==> config.mk <==
export PLATFORM = sky130hd
export DESIGN_NAME = go_back_n_sender_window_unit
export DESIGN_NICKNAME = d
export VERILOG_FILES = /design/src/rtl/gbn_pkg.sv /design/src/rtl/gbn_ram.sv /design/src/rtl/gbn_ctrl.sv /design/src/rtl/gbn_dp.sv /design/src/rtl/go_back_n_sender_window_unit.sv
export SDC_FILE = /design/constraint.sdc
export NUM_CORES = 1
export LEC_CHECK = 0
export ABC_CLOCK_PERIOD_IN_PS = 3580
export BUFFER_PORTS_ARGS = -buffer_cell sky130_fd_sc_hd__buf_4
export CAP_MARGIN = 25
export CORE_ASPECT_RATIO = 0.9
export CORE_MARGIN = 3
export CORE_UTILIZATION = 50
export CTS_BUF_LIST = sky130_fd_sc_hd__clkbuf_8
export CTS_CLUSTER_SIZE = 20
export DETAILED_ROUTE_END_ITERATION = 16
export PLACE_DENSITY_LB_ADDON = 0.25
export SETUP_SLACK_MARGIN = 0.1
export SYNTH_ARGS = -nofsm -noshare
export SYNTH_HDL_FRONTEND = slang
export SYNTH_SLANG_ARGS = --single-unit
==> constraint.sdc <==
create_clock -name clk -period 3.58 [get_ports clk]
set_input_delay 0.716 -clock clk [delete_from_list [all_inputs] [get_ports clk]]
set_output_delay 0.716 -clock clk [all_outputs]
set_load 0.01 [all_outputs]
==> src/rtl/gbn_pkg.sv <==
// Shared types and constants for the go-back-N sender window unit.
package gbn_pkg;

    localparam int REQ_W = 2;
    localparam int SEQ_W = 8;
    localparam int WIN_W = 4;
    localparam int MOD_W = 9;
    localparam int CFG_IDX_W = 1;
    localparam int CFG_DATA_W = 9;

    // Request codes
    localparam logic [REQ_W-1:0] REQ_NEW  = 2'd0;
    localparam logic [REQ_W-1:0] REQ_SEND = 2'd1;
    localparam logic [REQ_W-1:0] REQ_ACK  = 2'd2;

    // Configuration register indexes
    localparam logic [CFG_IDX_W-1:0] CFG_WINDOW  = 1'b0;
    localparam logic [CFG_IDX_W-1:0] CFG_MODULUS = 1'b1;

    // Register reset values and modulus clamp limits
    localparam logic [WIN_W-1:0] WINDOW_RESET  = 4'd4;
    localparam logic [MOD_W-1:0] MODULUS_RESET = 9'd100;
    localparam logic [MOD_W-1:0] MODULUS_MIN   = 9'd2;
    localparam logic [MOD_W-1:0] MODULUS_MAX   = 9'd256;

    typedef enum logic {
        ST_IDLE,
        ST_EXEC
    } state_t;

    // Controller to datapath
    typedef struct packed {
        logic load;
        logic exec;
    } ctrl_cmd_t;

    // Datapath to controller
    typedef struct packed {
        logic out_busy;
    } ctrl_sts_t;

    // Successor of a sequence number under an already clamped modulus
    function automatic logic [SEQ_W-1:0] seq_succ(input logic [SEQ_W-1:0] s,
                                                  input logic [MOD_W-1:0] m);
        logic [MOD_W-1:0] p;
        begin
            p = {1'b0, s} + 9'd1;
            return (p >= m) ? '0 : p[SEQ_W-1:0];
        end
    endfunction

endpackage

==> src/rtl/gbn_ram.sv <==
// Generic single-write, single-read RAM with registered read data.
module gbn_ram #(
    parameter int WIDTH = 8,
    parameter int DEPTH = 64
) (
    input  logic                     clk,
    input  logic                     we,
    input  logic [$clog2(DEPTH)-1:0] waddr,
    input  logic [WIDTH-1:0]         wdata,
    input  logic [$clog2(DEPTH)-1:0] raddr,
    output logic [WIDTH-1:0]         rdata
);

    logic [WIDTH-1:0] mem [DEPTH];

    // Write port and registered read port
    always_ff @(posedge clk)
    begin
        if (we)
        begin
            mem[waddr] <= wdata;
        end
        rdata <= mem[raddr];
    end

endmodule

==> src/rtl/gbn_ctrl.sv <==
// Controller: accepts one word, then executes it once the output register is free.
module gbn_ctrl
    import gbn_pkg::*;
(
    input  logic      clk,
    input  logic      rst_n,
    input  logic      in_valid,
    output logic      in_stall,
    output logic      cfg_ready,
    input  ctrl_sts_t sts,
    output ctrl_cmd_t cmd
);

    state_t state_reg;
    state_t state_next;

    // Hold state
    always_ff @(posedge clk or negedge rst_n)
    begin
        if (!rst_n)
        begin
            state_reg <= ST_IDLE;
        end
        else
        begin
            state_reg <= state_next;
        end
    end

    // Advance on accept, return once the result is loaded
    always_comb
    begin
        state_next = state_reg;
        unique case (state_reg)
            ST_IDLE:
            begin
                if (in_valid)
                begin
                    state_next = ST_EXEC;
                end
            end
            ST_EXEC:
            begin
                if (!sts.out_busy)
                begin
                    state_next = ST_IDLE;
                end
            end
            default: state_next = ST_IDLE;
        endcase
    end

    // Drive handshake and commands
    always_comb
    begin
        in_stall  = 1'b1;
        cfg_ready = 1'b0;
        cmd.load  = 1'b0;
        cmd.exec  = 1'b0;
        unique case (state_reg)
            ST_IDLE:
            begin
                in_stall  = 1'b0;
                cfg_ready = 1'b1;
                cmd.load  = in_valid;
            end
            ST_EXEC:
            begin
                cmd.exec = !sts.out_busy;
            end
            default: ;
        endcase
    end

endmodule

==> src/rtl/gbn_dp.sv <==
// Datapath: window counters, sequence ring, configuration and output register.
module gbn_dp
    import gbn_pkg::*;
#(
    parameter int QUEUE_DEPTH = 64
) (
    input  logic                               clk,
    input  logic                               rst_n,
    input  ctrl_cmd_t                          cmd,
    output ctrl_sts_t                          sts,
    input  logic [REQ_W-1:0]                   req_type,
    input  logic [SEQ_W-1:0]                   ack_value,
    input  logic                               cfg_valid,
    input  logic                               cfg_ready,
    input  logic [CFG_IDX_W-1:0]               cfg_index,
    input  logic [CFG_DATA_W-1:0]              cfg_data,
    output logic                               out_valid,
    input  logic                               out_stall,
    output logic                               send_valid,
    output logic [SEQ_W-1:0]                   send_seq,
    output logic                               ack_matched,
    output logic                               went_back,
    output logic                               overflow,
    output logic [$clog2(QUEUE_DEPTH+1)-1:0]   queued,
    output logic [WIN_W-1:0]                   in_flight
);

    localparam int PW   = $clog2(QUEUE_DEPTH);
    localparam int CW   = $clog2(QUEUE_DEPTH + 1);
    localparam int CMPW = (CW > WIN_W) ? CW : WIN_W;

    // Control state
    logic [PW-1:0]    head_reg, head_next;
    logic [CW-1:0]    queue_reg, queue_next;
    logic [WIN_W-1:0] sent_reg, sent_next;
    logic [SEQ_W-1:0] nseq_reg, nseq_next;
    logic [WIN_W-1:0] window_reg;
    logic [MOD_W-1:0] modulus_reg;
    logic             out_valid_reg, out_valid_next;

    // Captured word and result payload
    logic [REQ_W-1:0] req_reg;
    logic [SEQ_W-1:0] ack_reg;
    logic             sv_reg, am_reg, wb_reg, ov_reg;
    logic [SEQ_W-1:0] ss_reg;

    logic             sv, am, wb, ov;
    logic [SEQ_W-1:0] ss;
    logic [MOD_W-1:0] mod_eff;
    logic [REQ_W-1:0] rd_req;
    logic             ram_we;
    logic [PW-1:0]    ram_waddr, ram_raddr;
    logic [SEQ_W-1:0] ram_rdata;
    logic             can_send, ack_hit;

    // Ring position of an offset from the head; offset is at most the depth
    function automatic logic [PW-1:0] ring_index(input logic [PW-1:0] base,
                                                 input logic [CW-1:0] off);
        logic [CW:0] s;
        begin
            s = {{(CW + 1 - PW){1'b0}}, base} + {1'b0, off};
            if (s >= (CW + 1)'(QUEUE_DEPTH))
            begin
                s = s - (CW + 1)'(QUEUE_DEPTH);
            end
            return s[PW-1:0];
        end
    endfunction

    gbn_ram #(
        .WIDTH (SEQ_W),
        .DEPTH (QUEUE_DEPTH)
    ) u_ring (
        .clk   (clk),
        .we    (ram_we),
        .waddr (ram_waddr),
        .wdata (nseq_reg),
        .raddr (ram_raddr),
        .rdata (ram_rdata)
    );

    // Clamp the modulus into its usable range
    always_comb
    begin
        if (modulus_reg < MODULUS_MIN)
        begin
            mod_eff = MODULUS_MIN;
        end
        else if (modulus_reg > MODULUS_MAX)
        begin
            mod_eff = MODULUS_MAX;
        end
        else
        begin
            mod_eff = modulus_reg;
        end
    end

    // Address the ring: next unsent entry for a send, head otherwise
    assign rd_req    = cmd.load ? req_type : req_reg;
    assign ram_raddr = (rd_req == REQ_SEND) ? ring_index(head_reg, CW'(sent_reg)) : head_reg;
    assign ram_waddr = ring_index(head_reg, queue_reg);

    assign can_send = (queue_reg != '0) && (sent_reg < window_reg)
                      && (CMPW'(sent_reg) < CMPW'(queue_reg));
    assign ack_hit  = (queue_reg != '0) && (ack_reg == seq_succ(ram_rdata, mod_eff));

    // Execute the captured word
    always_comb
    begin
        head_next  = head_reg;
        queue_next = queue_reg;
        sent_next  = sent_reg;
        nseq_next  = nseq_reg;
        ram_we     = 1'b0;
        sv         = 1'b0;
        ss         = '0;
        am         = 1'b0;
        wb         = 1'b0;
        ov         = 1'b0;
        if (cmd.exec)
        begin
            case (req_reg)
                REQ_NEW:
                begin
                    if (queue_reg == CW'(QUEUE_DEPTH))
                    begin
                        ov = 1'b1;
                    end
                    else
                    begin
                        ram_we     = 1'b1;
                        queue_next = queue_reg + 1'b1;
                        nseq_next  = seq_succ(nseq_reg, mod_eff);
                    end
                end
                REQ_SEND:
                begin
                    if (can_send)
                    begin
                        sv        = 1'b1;
                        ss        = ram_rdata;
                        sent_next = sent_reg + 1'b1;
                    end
                end
                REQ_ACK:
                begin
                    if (ack_hit)
                    begin
                        am         = 1'b1;
                        head_next  = ring_index(head_reg, CW'(1));
                        queue_next = queue_reg - 1'b1;
                        if (sent_reg != '0)
                        begin
                            sent_next = sent_reg - 1'b1;
                        end
                    end
                    else
                    begin
                        wb        = 1'b1;
                        sent_next = '0;
                    end
                end
                default: ;
            endcase
        end
    end

    // Load the output register on execute, drop it once taken
    always_comb
    begin
        if (cmd.exec)
        begin
            out_valid_next = 1'b1;
        end
        else if (!out_stall)
        begin
            out_valid_next = 1'b0;
        end
        else
        begin
            out_valid_next = out_valid_reg;
        end
    end

    assign sts.out_busy = out_valid_reg && out_stall;

    // Control registers
    always_ff @(posedge clk or negedge rst_n)
    begin
        if (!rst_n)
        begin
            head_reg      <= '0;
            queue_reg     <= '0;
            sent_reg      <= '0;
            nseq_reg      <= '0;
            window_reg    <= WINDOW_RESET;
            modulus_reg   <= MODULUS_RESET;
            out_valid_reg <= 1'b0;
        end
        else
        begin
            head_reg      <= head_next;
            queue_reg     <= queue_next;
            sent_reg      <= sent_next;
            nseq_reg      <= nseq_next;
            out_valid_reg <= out_valid_next;
            if (cfg_valid && cfg_ready)
            begin
                unique case (cfg_index)
                    CFG_WINDOW:  window_reg  <= cfg_data[WIN_W-1:0];
                    CFG_MODULUS: modulus_reg <= cfg_data[MOD_W-1:0];
                    default: ;
                endcase
            end
        end
    end

    // Payload registers
    always_ff @(posedge clk)
    begin
        if (cmd.load)
        begin
            req_reg <= req_type;
            ack_reg <= ack_value;
        end
        if (cmd.exec)
        begin
            sv_reg <= sv;
            ss_reg <= ss;
            am_reg <= am;
            wb_reg <= wb;
            ov_reg <= ov;
        end
    end

    assign out_valid   = out_valid_reg;
    assign send_valid  = sv_reg;
    assign send_seq    = ss_reg;
    assign ack_matched = am_reg;
    assign went_back   = wb_reg;
    assign overflow    = ov_reg;
    assign queued      = queue_reg;
    assign in_flight   = sent_reg;

    // The queue never holds more than the ring
    a_queue_bound: assert property (@(posedge clk) disable iff (!rst_n)
        queue_reg <= CW'(QUEUE_DEPTH))
        else $error("queue count beyond ring depth");

    // A retired head shrinks the queue by exactly one
    a_retire: assert property (@(posedge clk) disable iff (!rst_n)
        cmd.exec && am |=> queue_reg == $past(queue_reg) - 1'b1)
        else $error("retire did not shrink queue");

    // A dropped packet leaves the queue and the sequence counter alone
    a_drop: assert property (@(posedge clk) disable iff (!rst_n)
        cmd.exec && ov |=> $stable(queue_reg) && $stable(nseq_reg))
        else $error("dropped packet changed state");

    // Execute always presents a result
    a_exec_out: assert property (@(posedge clk) disable iff (!rst_n)
        cmd.exec |=> out_valid_reg)
        else $error("executed word produced no result");

endmodule

==> src/rtl/go_back_n_sender_window_unit.sv <==
// Top level of the go-back-N sender window unit.
//
//  Channel  Direction  Handshake               Payload
//  in       into       in_valid / in_stall     req_type, ack_value
//  out      out of     out_valid / out_stall   send_valid, send_seq, ack_matched,
//                                              went_back, overflow, queued, in_flight
//  cfg      into       cfg_valid / cfg_ready   cfg_index, cfg_data
//
// Each word is accepted in idle, where the ring is read at the accept edge, and the
// state update and result load happen in execute; the next word is accepted only
// once the last one has executed, due to the registered read of the sequence ring.
// Reset clears the counters, sets window 4 and modulus 100; ring contents are
// undefined until written and need no clearing pass.
// A stalled output holds its result; the next word may be accepted meanwhile
// and then waits in execute, with the input stalled, until the result is taken.
module go_back_n_sender_window_unit
    import gbn_pkg::*;
#(
    parameter int QUEUE_DEPTH = 64
) (
    input  logic                               clk,
    input  logic                               rst_n,
    input  logic                               in_valid,
    output logic                               in_stall,
    input  logic [REQ_W-1:0]                   req_type,
    input  logic [SEQ_W-1:0]                   ack_value,
    output logic                               out_valid,
    input  logic                               out_stall,
    output logic                               send_valid,
    output logic [SEQ_W-1:0]                   send_seq,
    output logic                               ack_matched,
    output logic                               went_back,
    output logic                               overflow,
    output logic [$clog2(QUEUE_DEPTH+1)-1:0]   queued,
    output logic [WIN_W-1:0]                   in_flight,
    input  logic                               cfg_valid,
    output logic                               cfg_ready,
    input  logic [CFG_IDX_W-1:0]               cfg_index,
    input  logic [CFG_DATA_W-1:0]              cfg_data
);

    ctrl_cmd_t cmd;
    ctrl_sts_t sts;

    gbn_ctrl u_ctrl (
        .clk       (clk),
        .rst_n     (rst_n),
        .in_valid  (in_valid),
        .in_stall  (in_stall),
        .cfg_ready (cfg_ready),
        .sts       (sts),
        .cmd       (cmd)
    );

    gbn_dp #(
        .QUEUE_DEPTH (QUEUE_DEPTH)
    ) u_dp (
        .clk         (clk),
        .rst_n       (rst_n),
        .cmd         (cmd),
        .sts         (sts),
        .req_type    (req_type),
        .ack_value   (ack_value),
        .cfg_valid   (cfg_valid),
        .cfg_ready   (cfg_ready),
        .cfg_index   (cfg_index),
        .cfg_data    (cfg_data),
        .out_valid   (out_valid),
        .out_stall   (out_stall),
        .send_valid  (send_valid),
        .send_seq    (send_seq),
        .ack_matched (ack_matched),
        .went_back   (went_back),
        .overflow    (overflow),
        .queued      (queued),
        .in_flight   (in_flight)
    );

endmodule
==> impl_metrics.env <==
export IMPL_outcome="finished, violations left"
export IMPL_violations="negative setup slack"
export IMPL_tritoncts="done"
export IMPL_gp_congestion=0.848
export IMPL_r2r_end="u_dp.queued[4]"
export IMPL_syn_area_um2=24300
export IMPL_maxCapViolations=0
export IMPL_wirelength_um=55600
export IMPL_yosysTopAreaCellShare=0.657
export IMPL_die_area_um2=51300
export IMPL_r2r_slack_ns=-0.17
export IMPL_io_pins=51
export IMPL_power_density_nw_per_um2=767
export IMPL_worstPathRequired_ns=4.15
export IMPL_clk_path_buf_depth=3
export IMPL_min_path_type="in2async"
export IMPL_numPlacedInstances=2159
export IMPL_numClockSinks=582
export IMPL_async_reset_ff_frac=0.0687
export IMPL_synth_top_cell_by_area="edfxtp_1"
export IMPL_worstSetupEndpointType="register"
export IMPL_setup_worst_path_end="u_dp.queued[4]"
export IMPL_yosysSeqAreaShare=0.706
export IMPL_drive_gt1_frac=0.348
export IMPL_peakVddDrop_mv=0.374
export IMPL_leakagePower_uw=0.0104
export IMPL_first_global_vias=13893
export IMPL_synth_edf_count=532
export IMPL_grt_ovfl_total=0
export IMPL_instances_no_fill=2339
export IMPL_detail_route_antenna_nets=0
export IMPL_crit_top_cell="nand2_2"
export IMPL_n_antenna_cell=0
export IMPL_cts_hold_buf=0
export IMPL_grt_max_degree=57
export IMPL_htreeDepth=3
export IMPL_synth_area_leaders="edfxtp_1 (66%), mux4_2 (12%), dfrtp_1 (3.7%)"
export IMPL_drc=0
export IMPL_arrival_ns=4.32
export IMPL_drv_slew=0
export IMPL_wire_per_inst_um=23.8
export IMPL_largest_register_ffs=512
export IMPL_start_util=0.508
export IMPL_period_minus_slack_ns=3.75
export IMPL_rows=76
export IMPL_final_cell_mix="edfxtp_1 (532), buf_4 (242), mux4_2 (127), clkbuf_8 (96), nor2_1 (93)"
export IMPL_fin_ws_ns=-0.167
export IMPL_vias=13340
export IMPL_max_freq_ghz=0.267
export IMPL_synth_nets=1402
export IMPL_grt_pass1_wl_um=84200
export IMPL_skew_ns=0.0357
export IMPL_ys_flop_type="edfxtp_1"
export IMPL_whs_ns=0.0146
export IMPL_yosys_warnings=0
export IMPL_fill_cells=3499
export IMPL_die_h_um=215
export IMPL_final_setup_tns_ns=-1.78
export IMPL_drt_iter0_drc=1222
export IMPL_slew_headroom=0.441
export IMPL_synthToLayoutAreaGrowth_pct=19.8
export IMPL_power_uw=22300
export IMPL_min_period_over_period=1.05
export IMPL_clk_pin_slew_ns=0.06
export IMPL_cp_slowest_cell="dfstp_2"
export IMPL_worstSetupPathType="reg2reg"
export IMPL_start_kind="register"
export IMPL_ys_seq_elements=582
export IMPL_port_buffers=50
export IMPL_final_common_cell="edfxtp_1"
export IMPL_antenna_found_initial=0
export IMPL_synth_avg_cell_area_um2=18.3
export IMPL_reg2reg_depth=15
export IMPL_max_stage_delay_ns=0.37
export IMPL_dp_hpwl_um=36200
export IMPL_grt_setup_unrepaired="yes"
export IMPL_dr_pass1_iters=7
export IMPL_final_util=0.608
export IMPL_cts_made_buffers=92
export IMPL_startpoint="u_dp.modulus_reg[5]"
export IMPL_die_x_um=239
export IMPL_core_um2=47900
export IMPL_hold_viol=0
export IMPL_setup_viol=20
export IMPL_nets=1716
export IMPL_timing_rr_start="u_dp.modulus_reg[5]"
export IMPL_grt_usage=0.221
export IMPL_ys_types=57
export IMPL_path_max_fanout=5
export IMPL_cp_cell_sequence="nor4_2 -> nand2_1 -> o31ai_4 -> nand2_2 -> ha_4 -> nand4_1 -> or2_1 -> o211a_4 -> buf_6 -> o221ai_4 -> a22oi_2 -> nor4_4 -> nand2_2 -> a21oi_4 -> mux2_4"
export IMPL_worst_pin_slew_ns=0.836
export IMPL_cts_root_buf="clkbuf_8"
export IMPL_synth_cells=1328
export IMPL_routed_via_density=5.70
export IMPL_clkLatencyLatePin_ns=0.69
-- power breakdown --
| group | internal [µW] | switching (µW) |
|---|---|---|
| combinational | 4080 | 4390 |
| clock | 2700 | 2530 |
| sequential | 8220 | 425 |
| total | 15000 | 7340 |
-- kinds of logic after synthesis --
family / Yosys count / synth area share
AO/OA/AOI/OAI: 134 / 0.0379
flip-flops: 582 / 0.706
XOR/XNOR: 36 / 0.0130
adder cells (fa/ha/maj): 49 / 0.0261
multiplexers: 216 / 0.156
buffers and inverters: 77 / 0.0155
AND/OR/NAND/NOR: 234 / 0.0456
-- critical path: cells and delay by family, from the launching register on --
kind	cells	cell delay [ns]
simple gates	7	1.40
compound gates	5	1.15
flops	1	0.37
mux	1	0.32
fa+ha+maj	1	0.29
buf+inv	1	0.13
-- metrics by stage --
step | area, µm² | setup slack [ns]
after floorplan | 24400 | -0.0620
after global placement | 27100 | -0.510
after detailed placement | 27100 | -0.591
after CTS | 29000 | -0.141
after global routing | 29100 | -0.333
final | 29100 | -0.167
-- synth_stat cells (all sizes together) (2+ instances only) --
master  instances
mux2           30
a221o          10
inv            32
a21o           17
nand4          12
a211oi         17
nor2           95
o211a           2
a31oi           3
or2             4
dfxtp          10
and3            5
xnor2          17
and2            9
dfstp           4
a21boi          2
buf            31
clkbuf         14
edfxtp        532
fa              3
dfrtp          36
nand3b          2
o31ai           9
o21ai          20
nand3          15
mux2i          59
mux4          127
nand2b          9
o211ai          2
nor3            3
o22ai          10
xor2           19
nor2b          22
nor4            5
a211o           2
o21a            2
a21oi          31
nand2          49
ha             46
-- routing by layer --
metal / wire length, µm / track usage
met2: 26800 / 0.350
met3: 3390 / 0.0482
met4: 1510 / 0.0726
met1: 24000 / 0.308
met5: 0 / 0
-- timing repair --
item | 4_1_cts | 5_1_grt
gates resized for setup | 19 | 26
hold endpoints to repair | 0 | 0
setup endpoints to repair | 30 | 36
setup buffers | 10 | 3
pin swaps | 7 | 30
gates cloned | 0 | 0
-- worst min path at each step --
| stage | from | end | slack, ns | cells after the start |
|---|---|---|---|---|
| 2_1_floorplan | rst_n | u_ctrl.state_reg | 0.42 | 0 |
| 3_3_place_gp | u_dp.window_reg[0] | u_dp.window_reg[0] | 0.50 | 1 |
| 3_5_place_dp | u_dp.window_reg[0] | u_dp.window_reg[0] | 0.50 | 1 |
| 4_1_cts | rst_n | u_dp.window_reg[3] | 0.005 | 1 |
| 5_1_grt | rst_n | u_dp.window_reg[3] | 0.02 | 1 |
| 6_report | rst_n | u_dp.window_reg[3] | 0.01 | 1 |
-- cell type report --
class,count,area [µm²],area share
Sequential cell,582,17200,0.590
Tap cell,624,781,0.0268
Inverter,32,120,0.00412
Clock inverter,71,378,0.0130
Clock buffer,96,1320,0.0454
Timing Repair Buffer,265,2230,0.0767
Multi-Input combinational cell,669,7100,0.244
No activity file was read; power rests on OpenSTA's default activity.
